**src/hdl/assert_macros.svh**
```systemverilog
// Assertion macros used by humidity_temperature_correction.sv.
`ifndef ASSERT_MACROS_SVH
`define ASSERT_MACROS_SVH

// The consequent must hold in the same cycle as the antecedent.
`define HTC_ASSERT_SAME(lbl, clk, rst_n, ante, cons) \
    lbl: assert property (@(posedge clk) disable iff (!rst_n) (ante) |-> (cons)) \
        else $error("same-cycle check failed");

// The consequent must hold in the cycle after the antecedent.
`define HTC_ASSERT_NEXT(lbl, clk, rst_n, ante, cons) \
    lbl: assert property (@(posedge clk) disable iff (!rst_n) (ante) |=> (cons)) \
        else $error("next-cycle check failed");

`endif

```
**src/hdl/htc_pkg.sv**
```systemverilog
package htc_pkg;

    localparam int ADC_BITS_DEF = 10;

    localparam int CFG_IDX_W  = 3;
    localparam int CFG_DATA_W = 24;
    localparam int CSQ_W      = 24;
    localparam int CLIN_W     = 16;
    localparam int CCONST_W   = 16;
    localparam int RANGE_W    = 7;

    localparam int X_W    = 25;
    localparam int PROD_W = 2 * X_W;
    localparam int SQ_W   = 32;
    localparam int ACC_W  = 58;
    localparam int W_W    = ACC_W - 32;

    localparam logic [15:0] HUM_GAIN    = 16'd50200;
    localparam logic [31:0] HUM_BIAS    = 32'd75;
    localparam logic [31:0] RECIP       = 32'd3581471100;
    localparam int          RECIP_SHIFT = 40;
    localparam logic [8:0]  DIVISOR     = 9'd307;
    localparam logic [23:0] HUM_OFFSET  = 24'd2045065;

    localparam logic signed [RANGE_W-1:0] RANGE_LOW_RST = -7'sd40;
    localparam logic signed [ACC_W-1:0]   ROUND_HALF    = ACC_W'(64'sh8000_0000);

    localparam logic signed [W_W-1:0] TEMP_MAX = 26'sd32767;
    localparam logic signed [W_W-1:0] TEMP_MIN = -26'sd32768;
    localparam logic signed [W_W-1:0] HUM_MAX  = 26'sd65535;

    typedef enum logic [CFG_IDX_W-1:0] {
        CFG_TEMP_SQ,
        CFG_TEMP_LIN,
        CFG_TEMP_CONST,
        CFG_HUM_SQ,
        CFG_HUM_LIN,
        CFG_HUM_CONST,
        CFG_RANGE_LOW
    } t_cfg_idx;

endpackage

```
**src/hdl/htc_correct.sv**
```systemverilog
module htc_correct (
    input  logic                                  i_clk,
    input  logic [2:0]                            i_en,
    input  logic signed [htc_pkg::X_W-1:0]        i_x,
    input  logic signed [htc_pkg::CSQ_W-1:0]      i_a,
    input  logic signed [htc_pkg::CLIN_W-1:0]     i_b,
    input  logic signed [htc_pkg::CCONST_W-1:0]   i_c,
    output logic signed [htc_pkg::W_W-1:0]        o_w
);
    import htc_pkg::*;

    localparam int BX_W  = CLIN_W + X_W;
    localparam int ASQ_W = CSQ_W + SQ_W + 1;

    logic signed [X_W-1:0]    r_x;
    logic signed [PROD_W-1:0] r_sqf;
    logic signed [BX_W-1:0]   r_bx;
    logic signed [ASQ_W-1:0]  r_asq;
    logic signed [ACC_W-1:0]  r_part;
    logic signed [W_W-1:0]    r_w;

    logic [SQ_W-1:0]         sq;
    logic signed [ACC_W-1:0] acc;

    // The square is never negative, so its Q16 form is a plain slice.
    assign sq  = r_sqf[SQ_W+15:16];
    assign acc = r_part - ACC_W'(r_asq);

    always_ff @(posedge i_clk) begin
        if (i_en[0]) begin
            r_x   <= i_x;
            r_sqf <= i_x * i_x;
            r_bx  <= i_b * i_x;
        end
        if (i_en[1]) begin
            r_asq  <= i_a * $signed({1'b0, sq});
            r_part <= (ACC_W'(r_x) <<< 24) - (ACC_W'(r_bx) <<< 8)
                    - (ACC_W'(i_c) <<< 32) + ROUND_HALF;
        end
        if (i_en[2]) begin
            r_w <= acc[ACC_W-1:32];
        end
    end

    assign o_w = r_w;

endmodule

```
**config.mk**
```make
export PLATFORM = sky130hd
export DESIGN_NAME = htc_correct
export DESIGN_NICKNAME = d
export VERILOG_FILES = /design/src/hdl/assert_macros.svh /design/src/hdl/htc_pkg.sv /design/src/hdl/htc_correct.sv
export SDC_FILE = /design/constraint.sdc
export NUM_CORES = 2
export LEC_CHECK = 0
export BUFFER_PORTS_ARGS = -buffer_cell sky130_fd_sc_hd__buf_2
export CAP_MARGIN = 20
export CORE_MARGIN = 2
export CORE_UTILIZATION = 42
export DETAILED_ROUTE_END_ITERATION = 12
export PLACE_DENSITY_LB_ADDON = 0.05
export SLEW_MARGIN = 15
export SYNTH_ARGS = -nofsm -noshare
export SYNTH_HDL_FRONTEND = slang
export SYNTH_SLANG_ARGS = --single-unit
```
**constraint.sdc**
```tcl
create_clock -name i_clk -period 13.9 [get_ports i_clk]
set_clock_uncertainty 0.05 [all_clocks]
set_input_delay 0.695 -clock i_clk [delete_from_list [all_inputs] [get_ports i_clk]]
set_output_delay 0.695 -clock i_clk [all_outputs]
set_load 0.02 [all_outputs]
```
After elaboration in Yosys (flattened, before gate mapping)
Cells that the tools add are included.
- flip-flop bits (word level): 255
- latch bits: 0
- memory bits (writable): 0
- bits in read-only memories: 0
- bits of input ports: 85
- output and inout bits: 26
- word-level logic and storage cells: 13
- memories: 0
- add/sub/neg operators: 4
- $mul: 3
- div/mod/pow operators: 0
- magnitude comparators: 0
- equal/unequal tests: 0
- shift operators: 0
- muxes and demuxes: 0
- bitwise logic cells: 0
- reductions and logical operators: 0
- operator list (cell ; number):
    subtractor 58 x 57 -> 58 bit ; 1
    multiplier 24 x 33 -> 57 bit ; 1
    adder 51 x 33 -> 52 bit, second input constant ; 1
    subtractor 50 x 48 -> 51 bit ; 1
    subtractor 49 x 49 -> 50 bit ; 1
    multiplier 25 x 25 -> 48 bit ; 1
    multiplier 16 x 25 -> 41 bit ; 1

Logic depth before layout (Yosys ltp)
- word-level depth: 3
- mapped depth: 29
- gate-level depth less buffers: 27

Worst setup path before layout
No wires, ideal clock.
- path kind: input -> register
- start: input i_a[9] (netlist bit)
- end: register r_asq[42], data pin
- setup time: 269 ps
- arrival time: 7131 ps
- data required time: 13581 ps
- setup slack: 6450 ps
- stages on the path: 26
- path buffers: 1
- cells stage by stage: clkbuf_1 nand2_1 fa_1 fa_1 inv_1 fa_1 inv_1 fa_1 inv_1 fa_1 fa_1 inv_1 fa_1 inv_1 ha_1 a211oi_1 nand2_1 a221oi_1 o221ai_1 a31o_2 a211oi_2 o21bai_1 a221oi_2 nor2_1 nor4b_2 a2111oi_2
- cells in the longest elaborated chain, start to end: 1
- ends and longest elaborated chain (what ; RTL line ; text):
    start: declaration ; htc_correct.sv:5 ; input logic signed [htc_pkg::CSQ_W-1:0] i_a,
    multiplier 24 x 33 -> 57 bit ; htc_correct.sv:36 ; r_asq <= i_a * $signed({1'b0, sq});
    end signal: assignment ; htc_correct.sv:36 ;
    end: declaration ; htc_correct.sv:18 ; logic signed [ASQ_W-1:0] r_asq;
No other way between the ends.
A chain may end at the register's enable or synchronous reset.

Final worst setup path
- start: register r_sqf[32]
- end: register r_asq[53], data pin
- cells in the longest elaborated chain, start to end: 1
- ends and longest elaborated chain (what ; RTL line ; text):
    start: declaration ; htc_correct.sv:16 ; logic signed [PROD_W-1:0] r_sqf;
    start signal: assignment ; htc_correct.sv:32 ; r_sqf <= i_x * i_x;
    multiplier 24 x 33 -> 57 bit ; htc_correct.sv:36 ;
No other way between the ends.

==> metrics.txt <==
vias per cell 4.96; vias in the first global route ~53,000; num ports 111; min-delay worst type in2reg; initial drt markers 2,213; Largest stage delay, worst path 0.58 ns; largest net degree at the start of global routing 69; crit path time final approximately 8.2 ns; max-cap viol count 0; status completed; DR WL/cell 19.9 um; Max-slew headroom 0.349; multi-input logic area 0.0553 mm^2; synthesized cell area 0.0705 mm^2; Die X 414 um; first-pass GRT wire length 306 mm; final hold vios 0; achievable clock frequency 122 MHz; critical path's most frequent cell fa_1; Core Rows 150; Avg Cell Area, Syn 9.56 um^2; Die Y slightly above 400 um; H-Tree Depth 1; RSZ-0062 raised after global routing false; GRT Total Usage 0.232; IO buf count between 100 and 150; # DRC 0; Synth async-reset ratio 0; share of layout cells above drive strength 1 0.0332; startpoint types flop; CTS tree built; clock buffer depth 3; post-synth top area cell fa_1; final period utilization 0.590; vias 47,255; main flop type after synthesis edfxtp_1; Core Region 0.167 mm^2; TNS Setup 0 ns; root buffer cell clkbuf_16; Synth top area share 0.469; post-CTS setup repair buffer count 0; post-synthesis sequential area ratio 0.0958; worst skew pair latency 0.64 ns; Crit path required time 14.25 ns; Resize count post-CTS 0; Crit Path Class reg2reg; Hold WS 0.304 ns; Worst Max-Slew Pin Slew 0.976 ns; Seq cells post-synth 225; Yosys cell types just over 80; antenna violations before repair 6; CP max-delay cell fa_1; Initial Utilization 0.422; Die ar. 0.171 mm^2; Reg area about 0.0068 mm^2; final WL approximately 190 mm; Num CTS Buffers 29; top cells by area, synth fa_1 (47%), ha_1 (11%), inv_1 (10%), edfxtp_1 (9.6%), and2_1 (5.7%); CP endpoint kind flop; CTS clk-pin slew, worst paths 0.07 ns; Cells after Synth 7,375; synth warn 0; Routed Antenna Nets 0; GRT overflow 0; Cell Chain, Critical Path buf_4, and2_1, fa_1, inv_1, fa_1, fa_1, fa_1, fa_1, inv_1, fa_1, inv_1, fa_1, inv_1, ha_1, a21oi_1, o21ai_0, a22oi_1, a211oi_1, o2111ai_1, a31o_2, o21ai_2, a311oi_2, nor2b_1, o311ai_1; Fillers 16,504; Post-synth EDFFs 225; Synth Net Count 9,714; top fanout value on the critical path 24; drt pass-1 iters 5; Area growth syn-to-layout 5.29%; Final GP Congestion about 0.86; CTS sink count 225; CTS Hold Buffers Added 0; WP data arrival 8.55 ns; Slew Viols, Final 0; final setup fails 0; DP Wirelength between 150 and 200 mm; # nets final 9,630
==> metrics by stage <==
| step | setup WS [ns] | util | std cells | instance area (um^2) |
|---|---|---|---|---|
| final | 5.70 | 0.444 | 9519 | 74200 |
| after global routing | 5.22 | 0.444 | 9516 | 74200 |
| after CTS | 5.65 | 0.444 | 9516 | 74200 |
| after detailed placement | 5.16 | 0.438 | 9464 | 73200 |
| after global placement | 5.22 | 0.438 | 9464 | 73200 |
| after floorplan | 6.45 | - | 7375 | 70500 |
==> logic make-up after synthesis <==
| kind of cell | Yosys count | synth area share |
|---|---|---|
| AOI/OAI and AO/OA | 564 | 0.0526 |
| buffers and inverters | 2243 | 0.119 |
| adders and majority gates | 2254 | 0.576 |
| DFF | 225 | 0.0958 |
| and+or+nand+nor | 1886 | 0.131 |
| muxes | 4 | 0.000586 |
| xor gates and xnor gates | 199 | 0.0247 |
==> routing by layer <==
| layer | vias to the layer above | wire, um | track usage |
|---|---|---|---|
| met4 | 2 | 4310 | 0.0485 |
| li1 | 21576 | - | - |
| met1 | 24812 | 83300 | 0.309 |
| met2 | 698 | 96100 | 0.417 |
| met3 | 167 | 5530 | 0.0146 |
| met5 | - | 13 | 0 |
==> area by class of cell <==
| cell class | count | share of cell area |
|---|---|---|
| Timing Repair Buffer | 170 | 0.0136 |
| Inverter | 1958 | 0.0990 |
| Clock inverter | 21 | 0.00401 |
| Multi-Input combinational cell | 4907 | 0.745 |
| Clock buffer | 31 | 0.00988 |
| Sequential cell | 225 | 0.0910 |
| Antenna cell | 3 | 0.000101 |
| Tap cell | 2204 | 0.0371 |
==> registers in the layout (all words and copies together) (netlist names) <==
register,flops
r_sqf,32
r_bx,41
r_part,44
o_w,26
r_x,25
r_asq,57
==> synthesized netlist by cell type (5+ instances only) <==
cell and instances:
xor2_1 48, clkbuf_1 280, ha_1 601, o21ai_0 75, nor2b_1 52, o211ai_1 12, nand2b_1 47, o2111ai_1 5
nor3_1 36, fa_1 1653, and2_1 641, a2111oi_0 7, a21boi_0 7, o21bai_1 33, nor2_1 149, a21o_1 104
o21ai_1 19, a31o_2 5, o21a_1 22, a211oi_1 19, xnor2_1 151, nand3b_1 6, nand2_1 859, inv_1 1955
edfxtp_1 225, nand3_1 31, a21oi_1 177, a211o_1 7, nand4_1 25, or2_2 6, a31oi_1 13, nor4_1 5
and3_1 16
==> worst max-delay path: cells and delay by family, from the launching register on <==
family | cells | cell delay (ns)
adders and majority gates | 8 | 4.04
AOI/OAI and AO/OA | 9 | 2.50
buffers and inverters | 5 | 0.53
DFF | 1 | 0.50
and+or+nand+nor | 2 | 0.32
==> layout by cell type, fill, tap and decap left out, types with 9 or more instances in the layout <==
cell type and count:
a211oi_1 19, a21o_1 104, a21oi_1 177, a31oi_1 13, and2_1 641, and3_1 16
buf_2 108, buf_4 62, clkbuf_16 29, clkinv_1 9, edfxtp_1 225, fa_1 1653
ha_1 601, inv_1 1955, nand2_1 859, nand2b_1 47, nand3_1 31, nand4_1 25
nor2_1 149, nor2b_1 52, nor3_1 36, o211ai_1 12, o21a_1 22, o21ai_0 75
o21ai_1 19, o21bai_1 33, xnor2_1 151, xor2_1 48
==> path summary, 6_finish.rpt <==
kind	slack [ns]	end	cells after the start	startpoint
worst max register to register	5.70	r_asq[53]$_DFFE_PP_	24	r_sqf[32]$_DFFE_PP_
worst min register to register	0.47	r_part[8]$_DFFE_PP_	0	r_bx[0]$_DFFE_PP_
worst max-delay path	5.70	r_asq[53]$_DFFE_PP_	24	r_sqf[32]$_DFFE_PP_
worst min-delay path	0.30	r_x[23]$_DFFE_PP_	1	i_x[23]
Power is left out: the tool's default activity adds up to more than one toggle a clock period on the data nets, which glitch-free logic cannot reach.
